**src/hdl/ksm_pkg.sv**
```systemverilog
// Shared constants, types and helpers for the key sequence matcher.
`default_nettype none

package ksm_pkg;

  localparam int ENTRIES   = 64;
  localparam int KEY_BYTES = 8;

  localparam int IDX_W  = $clog2(ENTRIES);
  localparam int POS_W  = $clog2(KEY_BYTES);
  localparam int CNT_W  = $clog2(ENTRIES + 2);
  localparam int STEP_W = 4;

  localparam logic [7:0] FOLD_TEST = 8'h40;
  localparam logic [7:0] FOLD_BITS = 8'hA0;

  localparam logic [1:0] OP_MATCH = 2'd0;
  localparam logic [1:0] OP_WKEY  = 2'd1;
  localparam logic [1:0] OP_WCODE = 2'd2;
  localparam logic [1:0] OP_NONE  = 2'd3;

  localparam logic [1:0] ST_MORE = 2'd0;
  localparam logic [1:0] ST_MISS = 2'd1;
  localparam logic [1:0] ST_DONE = 2'd2;

  typedef struct packed {
    logic [1:0] op;
    logic [5:0] entry_index;
    logic [2:0] byte_position;
    logic [7:0] byte_value;
    logic [7:0] code_value;
  } cmd_t;

  typedef struct packed {
    logic [1:0] status;
    logic [7:0] command_code;
  } res_t;

  typedef logic [KEY_BYTES-1:0][7:0] row_t;

  typedef enum logic [3:0] {
    C_NEVER,
    C_ALWAYS,
    C_CMD_VALID,
    C_OP_KEY,
    C_OP_CODE,
    C_OP_NONE,
    C_ZERO_BYTE,
    C_SCAN_MORE,
    C_NOT_FOUND,
    C_LAST_BYTE,
    C_OUT_FREE
  } cond_t;

  typedef enum logic [1:0] {
    EMIT_NONE,
    EMIT_MORE,
    EMIT_DONE,
    EMIT_MISS
  } emit_t;

  // One control word of the sequencer program.
  typedef struct packed {
    cond_t             cond;
    logic [STEP_W-1:0] target;
    logic              hold;
    logic              accept;
    logic              wr_key;
    logic              wr_code;
    logic              scan_init;
    logic              scan_adv;
    logic              scan_eval;
    emit_t             emit;
  } ctl_t;

  // Datapath conditions tested by the sequencer.
  typedef struct packed {
    logic cmd_valid;
    logic op_key;
    logic op_code;
    logic op_none;
    logic zero_byte;
    logic scan_more;
    logic found;
    logic next_zero;
    logic out_free;
  } flags_t;

  function automatic logic [7:0] fold(input logic [7:0] b, input logic en);
    return (en && ((b & FOLD_TEST) != 8'h00)) ? (b | FOLD_BITS) : b;
  endfunction

endpackage

`default_nettype wire

```
**src/hdl/ksm_seq.sv**
```systemverilog
// Microcode sequencer: step counter, program ROM and branch logic.
`default_nettype none

module ksm_seq
  import ksm_pkg::*;
(
  input  wire logic   clk,
  input  wire logic   rst,
  input  wire flags_t flags,
  output ctl_t        ctl
);

  localparam logic [STEP_W-1:0] S_FETCH     = 4'd0;
  localparam logic [STEP_W-1:0] S_DISP_KEY  = 4'd1;
  localparam logic [STEP_W-1:0] S_DISP_CODE = 4'd2;
  localparam logic [STEP_W-1:0] S_DISP_NONE = 4'd3;
  localparam logic [STEP_W-1:0] S_CHK_ZERO  = 4'd4;
  localparam logic [STEP_W-1:0] S_INIT      = 4'd5;
  localparam logic [STEP_W-1:0] S_PRIME     = 4'd6;
  localparam logic [STEP_W-1:0] S_EVAL      = 4'd7;
  localparam logic [STEP_W-1:0] S_CHK_FOUND = 4'd8;
  localparam logic [STEP_W-1:0] S_CHK_END   = 4'd9;
  localparam logic [STEP_W-1:0] S_MORE      = 4'd10;
  localparam logic [STEP_W-1:0] S_DONE      = 4'd11;
  localparam logic [STEP_W-1:0] S_MISS      = 4'd12;
  localparam logic [STEP_W-1:0] S_WKEY      = 4'd13;
  localparam logic [STEP_W-1:0] S_WCODE     = 4'd14;

  logic [STEP_W-1:0] step;
  logic [STEP_W-1:0] step_next;
  logic              taken;

  // Program ROM.
  always_comb begin
    ctl = '0;
    unique case (step)
      S_FETCH: begin
        ctl.accept = 1'b1;
        ctl.cond   = C_CMD_VALID;
        ctl.target = S_DISP_KEY;
        ctl.hold   = 1'b1;
      end
      S_DISP_KEY: begin
        ctl.cond   = C_OP_KEY;
        ctl.target = S_WKEY;
      end
      S_DISP_CODE: begin
        ctl.cond   = C_OP_CODE;
        ctl.target = S_WCODE;
      end
      S_DISP_NONE: begin
        ctl.cond   = C_OP_NONE;
        ctl.target = S_FETCH;
      end
      S_CHK_ZERO: begin
        ctl.cond   = C_ZERO_BYTE;
        ctl.target = S_MISS;
      end
      S_INIT: begin
        ctl.scan_init = 1'b1;
      end
      S_PRIME: begin
        ctl.scan_adv = 1'b1;
      end
      S_EVAL: begin
        ctl.scan_adv  = 1'b1;
        ctl.scan_eval = 1'b1;
        ctl.cond      = C_SCAN_MORE;
        ctl.target    = S_EVAL;
      end
      S_CHK_FOUND: begin
        ctl.cond   = C_NOT_FOUND;
        ctl.target = S_MISS;
      end
      S_CHK_END: begin
        ctl.cond   = C_LAST_BYTE;
        ctl.target = S_DONE;
      end
      S_MORE: begin
        ctl.emit   = EMIT_MORE;
        ctl.cond   = C_OUT_FREE;
        ctl.target = S_FETCH;
        ctl.hold   = 1'b1;
      end
      S_DONE: begin
        ctl.emit   = EMIT_DONE;
        ctl.cond   = C_OUT_FREE;
        ctl.target = S_FETCH;
        ctl.hold   = 1'b1;
      end
      S_MISS: begin
        ctl.emit   = EMIT_MISS;
        ctl.cond   = C_OUT_FREE;
        ctl.target = S_FETCH;
        ctl.hold   = 1'b1;
      end
      S_WKEY: begin
        ctl.wr_key = 1'b1;
        ctl.cond   = C_ALWAYS;
        ctl.target = S_FETCH;
      end
      S_WCODE: begin
        ctl.wr_code = 1'b1;
        ctl.cond    = C_ALWAYS;
        ctl.target  = S_FETCH;
      end
      default: begin
        ctl.cond   = C_ALWAYS;
        ctl.target = S_FETCH;
      end
    endcase
  end

  always_comb begin
    unique case (ctl.cond)
      C_NEVER:     taken = 1'b0;
      C_ALWAYS:    taken = 1'b1;
      C_CMD_VALID: taken = flags.cmd_valid;
      C_OP_KEY:    taken = flags.op_key;
      C_OP_CODE:   taken = flags.op_code;
      C_OP_NONE:   taken = flags.op_none;
      C_ZERO_BYTE: taken = flags.zero_byte;
      C_SCAN_MORE: taken = flags.scan_more;
      C_NOT_FOUND: taken = !flags.found;
      C_LAST_BYTE: taken = flags.next_zero;
      C_OUT_FREE:  taken = flags.out_free;
      default:     taken = 1'b0;
    endcase
  end

  always_comb begin
    if (taken) begin
      step_next = ctl.target;
    end else if (ctl.hold) begin
      step_next = step;
    end else begin
      step_next = step + 1'b1;
    end
  end

  always_ff @(posedge clk) begin
    if (rst) begin
      step <= S_FETCH;
    end else begin
      step <= step_next;
    end
  end

endmodule

`default_nettype wire

```
**config.mk**
```make
export PLATFORM = sky130hd
export DESIGN_NAME = ksm_seq
export DESIGN_NICKNAME = d
export VERILOG_FILES = /design/src/hdl/ksm_pkg.sv /design/src/hdl/ksm_seq.sv
export SDC_FILE = /design/constraint.sdc
export NUM_CORES = 1
export LEC_CHECK = 0
export BUFFER_PORTS_ARGS = -buffer_cell sky130_fd_sc_hd__buf_2
export CORE_MARGIN = 2
export CORE_UTILIZATION = 43
export CTS_CLUSTER_DIAMETER = 50
export CTS_CLUSTER_SIZE = 24
export DETAILED_ROUTE_END_ITERATION = 8
export PLACE_DENSITY = 0.74
export SYNTH_ARGS = -nofsm -noshare
export SYNTH_HDL_FRONTEND = slang
export SYNTH_SLANG_ARGS = --single-unit
```
**constraint.sdc**
```tcl
create_clock -name clk -period 2.4 [get_ports clk]
set_input_delay 0.36 -clock clk [delete_from_list [all_inputs] [get_ports clk]]
set_output_delay 0.36 -clock clk [all_outputs]
set_load 0.02 [all_outputs]
```
; ---- Yosys cells after proc, flatten, opt, wreduce, memory -nomap -nowiden
; Index checks and enable logic that the tools add are counted.
[totals]
regBits = 4
input_bits = 11
out_inout_bits = 17
wordCells = 45
[classes]
n_addsub = 1
eq_ne = 25
mux = 12
reduce_logical = 6
[op_table]
columns = cell, count
row1 = case mux 8 bit (10 select lines), 1
row2 = equality test 4 bit (second input constant), 10
row3 = equality test 4 x 3 -> 1 bit (second input constant), 8
row4 = equality test 4 x 2 -> 1 bit (second input constant), 4
row5 = case mux 1 bit (10 select lines), 1
row6 = equality test 4 x 1 -> 1 bit (second input constant), 2
row7 = 2-to-1 mux 4 bit, 2
row8 = 2-to-1 mux 1 bit, 7
row9 = case mux 2 bit (3 select lines), 1
row10 = adder 4 x 1 -> 4 bit (second input constant), 1
row11 = zero test 4 bit, 1
row12 = OR reduction 2 bit, 2
row13 = OR reduction 4 bit, 1
row14 = OR reduction 3 bit, 1
row15 = != test 2 x 1 -> 1 bit (second input constant), 1
row16 = zero test 1 bit, 1

; ---- Logic depth before layout (Yosys ltp)
; Gate-level depths: netlist of run 1.
[depth]
depth_word = 6
depth_mapped = 9
ltp_nobuf = 8

; ---- Least setup slack after synthesis of run 1
; OpenSTA, ideal clock, no wires.
[synth_timing]
path_kind = reg-to-reg
start = register step[0]
end = register step[0]
setup_ns = 0.091
arrival_time_ns = 2.458
required_ns = 2.309
slack_ns = -0.149
stages_incl_launch_ff = 10
n_path_buf = 1
period_less_slack_ns = 2.549
path_cell_list = dfxtp_1 inv_1 ha_1 or4_1 and3_1 buf_6 a22o_1 a221oi_4 a21oi_1 a311oi_1
[synth_rtl]
columns = element, line_no
row1 = start: declaration, ksm_seq.sv:29  ; logic [STEP_W-1:0] step;
row2 = start signal: assignment, ksm_seq.sv:145  ; step <= step_next;

; ---- Worst setup path in the final report of run 1
[layout_timing]
start = register step[1]
end = register step[1]
[layout_via]
elab_chain_len = 6
word_cells_on_any_way = 33
cone_classes = add/sub (1) / eq/ne (23) / mux (5) / reduce/logical (4)
[layout_lines]
columns = element, line_no
row1 = equality test 4 bit / equality test 4 x 3 -> 1 bit (equally long branches), ksm_seq.sv:36  ; unique case (step)
row2 = OR reduction 3 bit (no source line) / OR reduction 2 bit (equally long branches), n/a
row3 = case mux 8 bit (10 select lines), ksm_seq.sv:36
row4 = equality test 4 bit (tied with other cells), ksm_seq.sv:115  ; unique case (ctl.cond)
row5 = case mux 1 bit (10 select lines), ksm_seq.sv:115
row6 = != test 2 x 1 -> 1 bit (no source line) / 2-to-1 mux 4 bit (equally long branches), n/a
; Several ways; a longest one is shown, not always the timed one. The select of a mux whose other input is x is not followed.
; A chain may end at the register's enable or synchronous reset.

==> results summary, run 1 <==
The filler cells instantiated in the layout total roughly 130. The clock group share of total power came out at approximately 5.2%. The clock transition at the registers of the reported paths came out at around 0.040 ns. The number of nets with antenna violations after routing came out at 0. The total area of sequential cells came out at 87.6 um2.

The via count of the first global-routing pass is 842. The switching fraction of total power is between 50% and 60%. The number of DRC markers after the initial detailed-route iteration came out at 40.

The maximum clock insertion buffer count is 2. The number of hold buffers added after cts is 0. The share of power burned in registers is around 8.6%. The number of clock buffers inserted by TritonCTS came out at 3.

In this run the number of H-tree levels came out at 1. The share of post-route cells with drive strength above 1 came out at a little under half. The final cell utilization of the core is just under 70%.

In this run, synthesis produced a sequential element count of 4. The minimum clock period is 2.37 ns. The worst hold slack is about 0.35 ns.

The proportion of power drawn by combinational gates is a little under nine tenths. The max-slew violation count is 0. TritonCTS built the clock tree. The worst hold path belongs to the class primary input to flip-flop. The flow ran to the end, and the final reports show no timing, DRC or antenna violations.

The die is 45.5 um wide. The finished layout holds roughly 160 standard cells, fillers aside. The instance area at placement is between 900 and 1000 um2. The largest registers in the layout are step (4). After layout, the worst path uses between 90 and 100% of the clock period.

The slew at the pin closest to its max-slew limit came out at between 0.4 and 0.5 ns. 28 I/O pins were placed. The net switching component of the power is approximately 900 uW. The number of cells produced by synthesis came out at 105. The die is between 40 and 50 um tall. The number of nets at the end of the flow came out at roughly 160. The sum of overflow across all layers after global routing came out at 0. For this configuration, the core starts out at a cell density of a little under half. The number of flip-flops under the largest register name is 4.

The average footprint of a synthesized cell came out at about 7.0 um2. After routing the design area is between 1000 and 1500 um2. The arrival time reported for the critical path endpoint came out at 2.50 ns. Based on the critical path, the design can be clocked at up to between 0.4 and 0.5 GHz.

The worst slew slack as a fraction of its limit is between 70% and 80%. The number of antenna violations at the first check in global routing came out at 0. The internal power contribution is 776 uW. STA classifies the critical path startpoint as a flip-flop. The endpoint required time on the critical path is 2.53 ns. The cell total after placement came out at 151.

The peak supply drop is 0.898 mV. The hold-critical path depth came out at 2. The post-synthesis cell type count is 36. In this run the static leakage power is 0.469 nW.

The overall power consumption came out at around 1.7 mW. The critical path goes through inv_4 -> ha_4 -> or4_4 -> and3_4 -> a22o_1 -> a221oi_4 -> a21oi_1 -> a311oi_1. Setup repair after global routing could not meet its margin everywhere. For this design the ratio of total power to cell area is around 1600 nW/um2. The number of remaining DRC errors came out at 0.

The post-synthesis sequential area ratio is 10.8%. The global-route wire length before repair is 3.68 mm. The area inside the core boundary came out at around 1600 um2. Summing all multi-input logic gate instances after layout gives roughly 670 um2.

The worst reg2reg path depth came out at 8. The cell with the largest stage delay on the worst path is or4_4. At the end of routability-driven placement, the weighted congestion stood at 0.843. Entering global routing, the biggest net connects 21 pins. STA classifies the critical path endpoint as a flip-flop.

The total number of vias came out at between 900 and 1,000. The site row count came out at 14. The number of vias per cell came out at 6.01. The first TritonRoute pass finished after 4 iterations. The number of nets in the synthesized netlist is around 120. The count of final setup violators came out at 0. The layout overhead on the synthesized area came out at 46.4%. For the worst-skew pair, the clock arrives at the later sink with an insertion delay of around 0.24 ns.

More flip-flops sit in one register than any other, and that register is step. The number of warning messages in the yosys log came out at 0. The tool flagged a number of max-cap violations equal to 0.

The final HPWL from detailed placement is between 1.5 and 2 mm. The tree is rooted in a clkbuf_4. The number of hold violations in the final report was 0. The CTS sink count is 4.

The number of port buffers is 27. The highest fanout seen on the critical path is 6. The number of antenna diodes came out at 0. After detailed routing, the total wire length is between 2 and 2.5 mm. For the final database, setup skew stands at between 0.0015 and 0.002 ns. The post-synthesis cell area is 739 um2. The maximum single-stage delay on the critical path came out at about 0.53 ns. The global-route total usage across every layer is 24.0%. In the final routed layout, each cell accounts on average for 14.3 um.

The area enclosed by the die boundary is 2070 um2. The worst setup path category is flip-flop to flip-flop.
-- layer usage --
| metal | global-route usage [%] | vias up | wire length (um) |
|---|---|---|---|
| met2 | 38.9 | 45 | 1030 |
| met4 | 12.9 | 0 | 58 |
| met3 | 2.38 | 6 | 133 |
| li1 | - | 471 | - |
| met1 | 30.9 | 422 | 1030 |
| met5 | 0 | - | 0 |
-- power groups by stage --
| stage | clock network (mW) | logic [mW] | registers (mW) |
|---|---|---|---|
| 2_1_floorplan | 0 | 0.929 | 0.134 |
| 3_3_place_gp | 0 | 1.25 | 0.145 |
| 3_5_place_dp | 0 | 1.26 | 0.149 |
| 4_1_cts | 0.0870 | 1.41 | 0.143 |
| 5_1_grt | 0.0968 | 1.57 | 0.150 |
| 6_report | 0.0876 | 1.45 | 0.144 |
-- timing repair --
action / CTS / global route
buffers inserted: 3 / 0
pin swaps: 7 / 5
endpoints found under the setup margin: 5 / 5
resized for setup: 7 / 4
hold endpoints to repair: 0 / 0
-- cell usage after synthesis --
library cell,count,area [um2]
buf_2,1,5.00
and3_1,4,25.0
a311oi_1,3,26.3
a31o_1,1,8.76
mux2_2,1,11.3
o21ai_0,7,35.0
or4b_2,1,10.0
o211ai_1,2,15.0
buf_6,1,11.3
nor2b_1,1,6.26
clkinv_1,1,3.75
a31o_2,1,8.76
a22o_1,2,17.5
inv_1,8,30.0
nand4_1,1,6.26
o211a_1,1,10.0
nor2_1,5,18.8
ha_1,5,62.6
a211oi_1,1,7.51
inv_2,1,3.75
clkbuf_1,5,18.8
nand3_1,2,10.0
nand2_1,4,15.0
buf_1,1,3.75
mux2i_1,3,30.0
or4_1,4,30.0
nor3_1,5,25.0
nand2b_1,6,37.5
o311ai_0,2,17.5
xnor2_1,2,17.5
o31ai_1,1,7.51
a221oi_4,1,26.3
o22ai_1,1,6.26
dfxtp_1,4,80.1
a21oi_1,15,75.1
a32oi_2,1,16.3
-- stage by stage --
stage | worst slack [ns] | setup TNS [ns]
2_1_floorplan | -0.0224 | -0.0493
3_3_place_gp | 0.00558 | 0
3_5_place_dp | -0.0711 | -0.121
4_1_cts | -0.0173 | -0.0173
5_1_grt | -0.0880 | -0.183
6_report | 0.0288 | 0
-- placed cells by master (no fill, tap or decap), types with 2 or more instances in the layout --
| master | instances |
|---|---|
| nand3_1 | 2 |
| a311oi_1 | 3 |
| nand2b_1 | 6 |
| a22o_1 | 2 |
| a21oi_2 | 2 |
| xnor2_1 | 2 |
| ha_4 | 3 |
| nor2_1 | 4 |
| o211ai_1 | 2 |
| nor3_1 | 5 |
| clkbuf_4 | 3 |
| dfxtp_1 | 2 |
| dfxtp_4 | 2 |
| buf_2 | 27 |
| or4_1 | 3 |
| nand2_1 | 4 |
| a21oi_1 | 13 |
| o21ai_0 | 7 |
| inv_1 | 6 |
| mux2i_1 | 2 |
| inv_4 | 2 |
| buf_4 | 14 |
| and3_1 | 3 |
-- cell families after synthesis --
logic type	synth area share [%]
fa+ha+maj	8.46
compound gates	37.6
flops	10.8
mux	5.58
simple gates	24.9
buf+inv	10.3
xor+xnor	2.37
-- critical path, delay by kind of cell, from the launching register on --
| kind | cells | cell delay (ns) |
|---|---|---|
| AOI/OAI and AO/OA | 4 | 0.93 |
| adders and majority gates | 1 | 0.15 |
| buffers and inverters | 1 | 0.05 |
| DFF | 1 | 0.38 |
| and+or+nand+nor | 2 | 0.74 |
-- cell type report --
class | count | area share (%)
tap | 16 | 1.85
timing repair buffer | 41 | 22.2
clock buffer | 3 | 2.08
sequential | 4 | 8.09
inverter | 10 | 3.93
multi-input combinational | 83 | 61.8
-- path summary, 6_finish.rpt --
path | endpoint | slack, ns | startpoint
min | step[0] | 0.35 | rst
max | step[1] | 0.03 | step[1]
min reg2reg | step[3] | 0.76 | step[0]
max reg2reg | step[1] | 0.03 | step[1]
Power figures use the tool's default switching activity.
==> run 2: changes to the inputs <==
- ABC_AREA: default -> 1
- CORE_ASPECT_RATIO: default -> 0.7
- CORE_UTILIZATION: 43 -> 45
- PLACE_DENSITY: 0.74 -> 0.75
==> run 2 against run 1 <==
  * Power is 5.5% higher
  * Combinational power is 5% higher
  * Worst hold slack lost 0.039 ns
  * Clock skew increased by 0.0014 ns
  * Largest cell class unchanged
  * Final cell count up 17%
==> results summary, run 2 <==
The post-synthesis sequential area ratio came out at 9.32% (was 10.8%). The detailed-router iteration count before antenna repair is 4 (unchanged). The startpoint of the worst register-to-register path was step[0] (was step[1]). The most common cell in the netlist is nand2_1 (was a21oi_1). Top flop regs: step (4) (unchanged). The hold-critical path depth is 2 (unchanged).

The endpoint of the worst register-to-register path is step[1] (unchanged). The internal reg-to-reg setup slack is 0.26 ns (was 0.03 ns). The count of final setup violators came out at 0 (unchanged). The achievable clock frequency is 0.448 GHz (was 0.422 GHz).

Area contributors post-synth: nand2_1 (11%), dfxtp_1 (9.3%), nand3_2 (9.3%), inv_1 (9.2%), ha_1 (7.3%) (was dfxtp_1 (11%), a21oi_1 (10%), ha_1 (8.5%), nand2b_1 (5.1%), o21ai_0 (4.7%)). The slew at the pin closest to its max-slew limit is 0.565 ns (was 0.440 ns). The most common cell after layout, fill and taps aside is buf_2 (unchanged). The number of vias per cell came out at 5.12 (was 6.01).

The part of the cycle the worst path needs was 93.1% (was 98.8%). The via count of the first global-routing pass is 786 (was 842). The setup clock skew after layout was 0.00335 ns (was 0.00197 ns). Leading cell types in the layout, fill and taps excluded: buf_2 (27), nand2_1 (25), inv_1 (21) (was buf_2 (27), buf_4 (14), a21oi_1 (13)). The arrival time reported for the critical path endpoint is 1.87 ns (was 2.50 ns). Leading post-synthesis cells by instance count: nand2_1 (25), inv_1 (21), nand3_1 (12), nor2_1 (12), nand3_2 (8) (was a21oi_1 (15), inv_1 (8), o21ai_0 (7), nand2b_1 (6)). The number of DRC markers after the initial detailed-route iteration is 44 (was 40).

The endpoint required time on the critical path came out at 2.04 ns (was 2.53 ns). The number of flip-flops under the largest register name is 4 (unchanged). The largest register by flop count is step (unchanged). The die boundary width was 56.2 um (was 45.5 um). The net count after synthesis came out at 148 (was 121). The sum of overflow across all layers after global routing came to 0 (unchanged). The pre-CTS setup slack is 0.213 ns (was -0.0711 ns). The library cell with the largest summed area after synthesis is nand2_1 (was dfxtp_1). The number of antenna diodes was 0 (unchanged). The clock tree from TritonCTS is done (unchanged). The average footprint of a synthesized cell came out at 6.51 um2 (was 7.04 um2). The number of warning messages in the yosys log came out at 0 (unchanged).

The sum of routed wire length over all layers came out at 2.14 mm (was 2.25 mm). The area inside the core boundary came to 1820 um2 (was 1560 um2). The number of antenna violations at the first check in global routing is 0 (unchanged). The class of the most critical hold timing path is primary input to flip-flop (unchanged).

The largest net degree at the start of global routing is 10 (was 21). The cell total after placement is 180 (was 151). The worst setup path category is flip-flop to primary output (was flip-flop to flip-flop). The capture endpoint of the worst hold path is step[2] (was step[0]). The number of clock buffers inserted by TritonCTS was 3 (unchanged). The sum of negative setup slack came out at 0 ns (unchanged). The total number of vias came out at 937 (was 944). The number of remaining DRC errors is 0 (unchanged). The max-slew violation count is 0 (unchanged).

Run status: completed (unchanged). The count of flip-flops with a built-in enable after synthesis came out at 0 (unchanged). The top-area cell type share of the netlist area is 10.9% (was 10.8%).

The layout overhead on the synthesized area is 20.5% (was 46.4%). The insertion delay of the later-clocked pin in the worst-skew pair came to 0.24 ns (about the same). The global-route total usage across every layer is 19.0% (was 24.0%). The share of post-route cells with drive strength above 1 is 42.2% (was 46.1%).

The die span in y came out at 40.6 um (was 45.5 um). The final weighted congestion of routability-driven global placement came out at 0.859 (was 0.843). The CTS sink count came to 4 (unchanged).

The final HPWL from detailed placement came out at 1.83 mm (was 1.64 mm). The post-synthesis cell type count is 26 (was 36). The number of port buffers came out at 27 (unchanged). The number of violations of the max-capacitance limit is 0 (unchanged). The standby leakage power was 0.622 nW (was 0.469 nW). The main flop type after synthesis is dfxtp_1 (unchanged).

The clock transition at the registers of the reported paths was 0.04 ns (about the same). The worst reg2reg path depth is 15 (was 8). The endpoint type of the worst setup path is a primary output (was flip-flop).

The number of nets with antenna violations after routing came out at 0 (unchanged). The number of cells produced by synthesis came to 132 (was 105). Setup repair after global routing missed its margin: no (was yes). The number of top-level pins is 28 (unchanged). The source of the critical timing path is step[0] (was step[1]). The critical path launch point type is a flip-flop (unchanged). The overall power consumption is 1.77 mW (was 1.68 mW). The total setup buffers inserted after CTS is 0 (was 3). The peak supply drop is 0.697 mV (was 0.898 mV). The count of state elements after synthesis is 4 (unchanged). The area enclosed by the die boundary is 2280 um2 (was 2070 um2). The cell at the root of the clock tree is clkbuf_4 (unchanged). The maximum clock insertion buffer count was 2 (unchanged).

The highest fanout seen on the critical path is 5 (was 6). The site row count came out at 13 (was 14). The number of hold violations in the final report came out at 0 (unchanged). The post-synthesis cell area came to 860 um2 (was 739 um2). The global-route wire length before repair is 3.27 mm (was 3.68 mm). The starting utilization of the core area came out at 47.2% (was 47.4%). The number of standard cells in the layout, taps in and fillers out came to 183 (was 157). The proportion of register bits with asynchronous set or reset after synthesis came to 0% (unchanged). The final worst slack was 0.167 ns (was 0.0288 ns).

The minimum clock period is 2.23 ns (was 2.37 ns). The start point of the worst hold path is rst (unchanged). The number of nets at the end of the flow came out at 179 (was 159). The average detailed-routed wire length per instance came out at 11.7 um (was 14.3 um). The worst slew slack as a fraction of its limit came out at 62.3% (was 70.3%). The total power per unit cell area was 1710 nW/um2 (was 1550 nW/um2). The number of levels the H-tree was split into came to 1 (unchanged).
run 2: cell types whose count changed after synthesis, sizes merged, moves of 6 or more:
cell / previous run / this run
a21oi: 15 / 5
inv: 9 / 27
nand2: 4 / 30
nand2b: 6 / 0
nand3: 2 / 22
nor2: 5 / 19
run 2: stage by stage:
step	area (um2)	hold WS [ns]	utilization [%]
after floorplan	860	0.429	-
after global placement	1010	0.544	55.3
after detailed placement	1010	0.557	55.3
after CTS	1030	0.306	56.5
after global routing	1040	0.313	56.9
final	1040	0.310	56.9
run 2: how the worst max path moves through the flow:
stage	end	slack (ns)	cells after the start
2_1_floorplan	step[3]	0.33	14
3_3_place_gp	step[1]	0.28	13
3_5_place_dp	step[2]	0.21	15
4_1_cts	ctl[13]	0.11	8
5_1_grt	ctl[13]	0.07	8
6_report	ctl[13]	0.17	8
run 2: what timing repair did:
action / CTS / global route
hold buffers: 0 / 0
setup endpoints to repair: 0 / 2
gates resized for setup: 0 / 3
endpoints found under the hold margin: 0 / 0
run 2: layout make-up:
cell class              count  area, um2
fillers                   186        786
inverters                  28        111
repair buffers             28        143
flip-flops and latches      4       81.3
clock buffers               3       22.5
well taps                  22       27.5
multi-input cells          98        651
run 2: metal layers:
layer	vias up	wire [um]	global-route usage, %	share of wire, %
met4	0	0	0	0
met1	416	963	25.1	45
met2	43	997	34.4	47
met5	-	0	0	0
met3	0	174	4.19	8.1
li1	478	-	-	-
run 2: cell families after synthesis:
kind of cell,synth area share [%]
DFF,9.32
adders and majority gates,7.28
buffers and inverters,15.6
AOI/OAI and AO/OA,7.57
and+or+nand+nor,58.2
xor gates and xnor gates,2.04
run 2: critical path, stage by stage, from the launching register on:
cell and delay [ns]:
dfxtp_1 0.38, inv_1 0.12, ha_2 0.25, o21ai_1 0.23, nand3_1 0.10, nor2_1 0.13, nand3_2 0.13, nand2_2 0.12
buf_2 0.17
run 2: report_power, final:
part / internal, mW / switching (mW) / total (mW)
registers: 0.0970 / 0.0648 / 0.162
clock network: 0.0562 / 0.0310 / 0.0872
logic: 0.515 / 1.01 / 1.52
==> run 3: changes to the inputs <==
- CORE_ASPECT_RATIO: 0.7 -> default
- CORE_UTILIZATION: 45 -> 54
- PLACE_DENSITY: 0.75 -> 0.84
- clock period: 2.4 -> 2.8 ns (I/O delays scaled with it)
==> run 3 against run 2 <==
  * Worst hold slack gained 0.066 ns
  * Final cell count shrank 3.8%
  * Combinational power shrank 14%
  * Flip-flop and latch count is the same
  * Die area shrank 16%
  * Routed wire length shrank 1.3%
  * Power shrank 15%
  * Register-to-register slack gained 0.34 ns
  * Clock-buffer cell count is the same
  * Global-route usage grew 5.8 points
  * Non-clock buffer count shrank 1
  * Clock power shrank 22%
  * Critical path type unchanged
  * Largest cell class unchanged
  * Highest routed layer is now met4
==> results summary, run 3 (synthesized netlist as in run 2, its figures left out) <==
The arrival time reported for the critical path endpoint is 1.94 ns (was 1.87 ns). The largest register by flop count is step (unchanged). The fill cell total of the finished layout came out at 130 (was 186). The number of antenna diodes came out at 0 (unchanged). The number of remaining DRC errors came out at 0 (unchanged). The switching fraction of total power is 62.6% (was 62.2%). The die boundary width is 43.9 um (was 56.2 um). The site row count came out at 14 (was 13).

The average detailed-routed wire length per instance came out at 12.0 um (was 11.7 um). The number of levels the H-tree was split into came to 1 (unchanged). The maximum single-stage delay on the critical path is 0.38 ns (about the same). Setup repair after global routing missed its margin: no (unchanged). The proportion of power drawn by combinational gates came out at 86.2% (was 85.9%).

The share of power burned in registers is 9.3% (was 9.1%). The count of final setup violators was 0 (unchanged). The final cell utilization of the core came to 67.4% (was 56.9%). The slew at the pin closest to its max-slew limit came out at 0.582 ns (was 0.565 ns).

Run status: completed (unchanged). The overall power consumption came to 1.50 mW (was 1.77 mW). The number of nets at the end of the flow came out at 178 (was 179).

The number of nets with antenna violations after routing is 0 (unchanged). The post-cts resize count is 0 (unchanged). The number of clock buffers inserted by TritonCTS came out at 3 (unchanged). The cell at the root of the clock tree is clkbuf_4 (unchanged).

The worst slew slack as a fraction of its limit came out at 61.1% (was 62.3%). The number of hold violations in the final report is 0 (unchanged). The final weighted congestion of routability-driven global placement is 0.950 (was 0.859). The total setup buffers inserted after CTS is 0 (unchanged). The area enclosed by the die boundary is 1930 um2 (was 2280 um2). The clock tree from TritonCTS was done (unchanged). The number of flip-flops under the largest register name came out at 4 (unchanged). In the finished design, the share of the clock period the worst path needs comes to 84.4%. The area inside the core boundary is 1510 um2 (was 1820 um2). The sum of overflow across all layers after global routing came out at 0 (unchanged). The number of antenna violations at the first check in global routing came out at 0 (unchanged). The peak supply drop came out at 0.869 mV (was 0.697 mV). The number of vias per cell was 5.29 (was 5.12).

The total area of sequential cells is 80.1 um2 (was 81.3 um2). The via count of the first global-routing pass is 863 (was 786). The sum of routed wire length over all layers was 2.11 mm (was 2.14 mm). The detailed-router iteration count before antenna repair came out at 4 (unchanged).

The max-slew violation count is 0 (unchanged). For this run, the top clock speed supported by timing is around 0.42 GHz. The final HPWL from detailed placement is 1.79 mm (was 1.83 mm).

The insertion delay of the later-clocked pin in the worst-skew pair came out at 0.23 ns (was 0.24 ns). The starting utilization of the core area is 57.1% (was 47.2%). The highest fanout seen on the critical path is 5 (unchanged). The class of the most critical hold timing path is primary input to flip-flop (unchanged).

Top flop regs: step (4) (unchanged). The number of violations of the max-capacitance limit is 0 (unchanged). The clock transition at the registers of the reported paths is 0.04 ns (about the same). The instance area at placement came out at 992 um2 (was 1010 um2).

The CTS sink count came out at 4 (unchanged). The total number of vias is 931 (was 937). The clock group share of total power came out at 4.5% (was 4.9%).

The die span in y came to 43.9 um (was 40.6 um). The finished layout cell area came out at 1010 um2 (was 1040 um2). The number of DRC markers after the initial detailed-route iteration came out at 28 (was 44).

The standby leakage power was 0.617 nW (was 0.622 nW). The worst setup path category is flip-flop to primary output (unchanged). The buffers plus inverters on the worst setup path came out at 2 (unchanged). The area of the multi-input gates came to 646 um2 (was 651 um2). The number of port buffers was 27 (unchanged).

The internal power contribution is 562 uW (was 669 uW). The global-route total usage across every layer came out at 24.8% (was 19.0%). The setup clock skew after layout is 0.00185 ns (was 0.00335 ns). The layout overhead on the synthesized area is 18.0% (was 20.5%). The kind of cell adding the most delay to the critical path is simple AND/OR/NAND/NOR gates (unchanged).

The sum of negative setup slack came out at 0 ns (unchanged). The critical path launch point type is a flip-flop (unchanged). The number of top-level pins came out at 28 (unchanged). The share of post-route cells with drive strength above 1 came out at 40.0% (was 42.2%). The largest net degree at the start of global routing came out at 11 (was 10). Ordered cell list for the critical path: inv_1 -> ha_1 -> o21ai_1 -> nand3_1 -> nor2_1 -> nand3_2 -> nand2_2 -> buf_2 (was inv_1 -> ha_2 -> o21ai_1 -> nand3_1 -> nor2_1 -> nand3_2 -> nand2_2 -> buf_2). The cell with the largest stage delay on the worst path is dfxtp_1 (unchanged). Leading cell types in the layout, fill and taps excluded: buf_2 (27), nand2_1 (25), inv_1 (21) (unchanged). The total power per unit cell area came out at 1480 nW/um2 (was 1710 nW/um2).

The endpoint type of the worst setup path is a primary output (unchanged). The global-route wire length before repair came out at 3.71 mm (was 3.27 mm). The endpoint required time on the critical path came out at 2.38 ns (was 2.04 ns). The most common cell after layout, fill and taps aside was buf_2 (unchanged). The internal reg-to-reg setup slack came out at 0.60 ns (was 0.26 ns). The number of hold buffers added after cts came out at 0 (unchanged). The worst path needs ~2.4 ns of the cycle, external delays included.

The maximum clock insertion buffer count is 2 (unchanged). The net switching component of the power was 941 uW (was 1.10 mW).
## run 3: path summary, 6_finish.rpt
check,start,to,cells past startpoint
worst max-delay path,step[0],ctl[13],8
worst min-delay path,rst,step[1],2
worst max register to register,step[0],step[2],15
worst min register to register,step[1],step[1],2
## run 3: cell type report
cell class	instances	area share, %
clock buffers	3	2.22
inverters	28	11.0
multi-input cells	98	63.6
flip-flops and latches	4	7.89
well taps	16	1.97
repair buffers	27	13.3
## run 3: routing by layer
metal / GRT usage, % / share of wire (%) / up-vias
li1: - / - / 477
met1: 32.1 / 44 / 425
met2: 42.1 / 51 / 26
met3: 2.50 / 4.4 / 3
met4: 9.09 / 0.38 / 0
met5: 0 / 0 / -
## run 3: power groups by stage
stage	registers [mW]	clock network, mW	logic [mW]
finish	0.140	0.0681	1.30
global route	0.143	0.0747	1.42
CTS	0.136	0.0736	1.29
detailed placement	0.138	0	1.28
global placement	0.136	0	1.26
floorplan	0.0970	0	1.06
## run 3: worst reg2reg max path, delay by kind of cell, from the launching register on
family	cells	cell delay (ns)
AO/OA/AOI/OAI	2	0.43
adder cells (fa/ha/maj)	1	0.31
buffers and inverters	3	0.26
flip-flops	1	0.38
AND/OR/NAND/NOR	9	0.75
## run 3: through the flow
stage                     hold slack (ns)  cells  setup slack, ns
after CTS                           0.366    176            0.448
after global placement              0.555    173            0.692
final                               0.376    176            0.437
after detailed placement            0.556    173            0.639
after floorplan                     0.489    132            0.732
after global routing                0.397    176            0.286
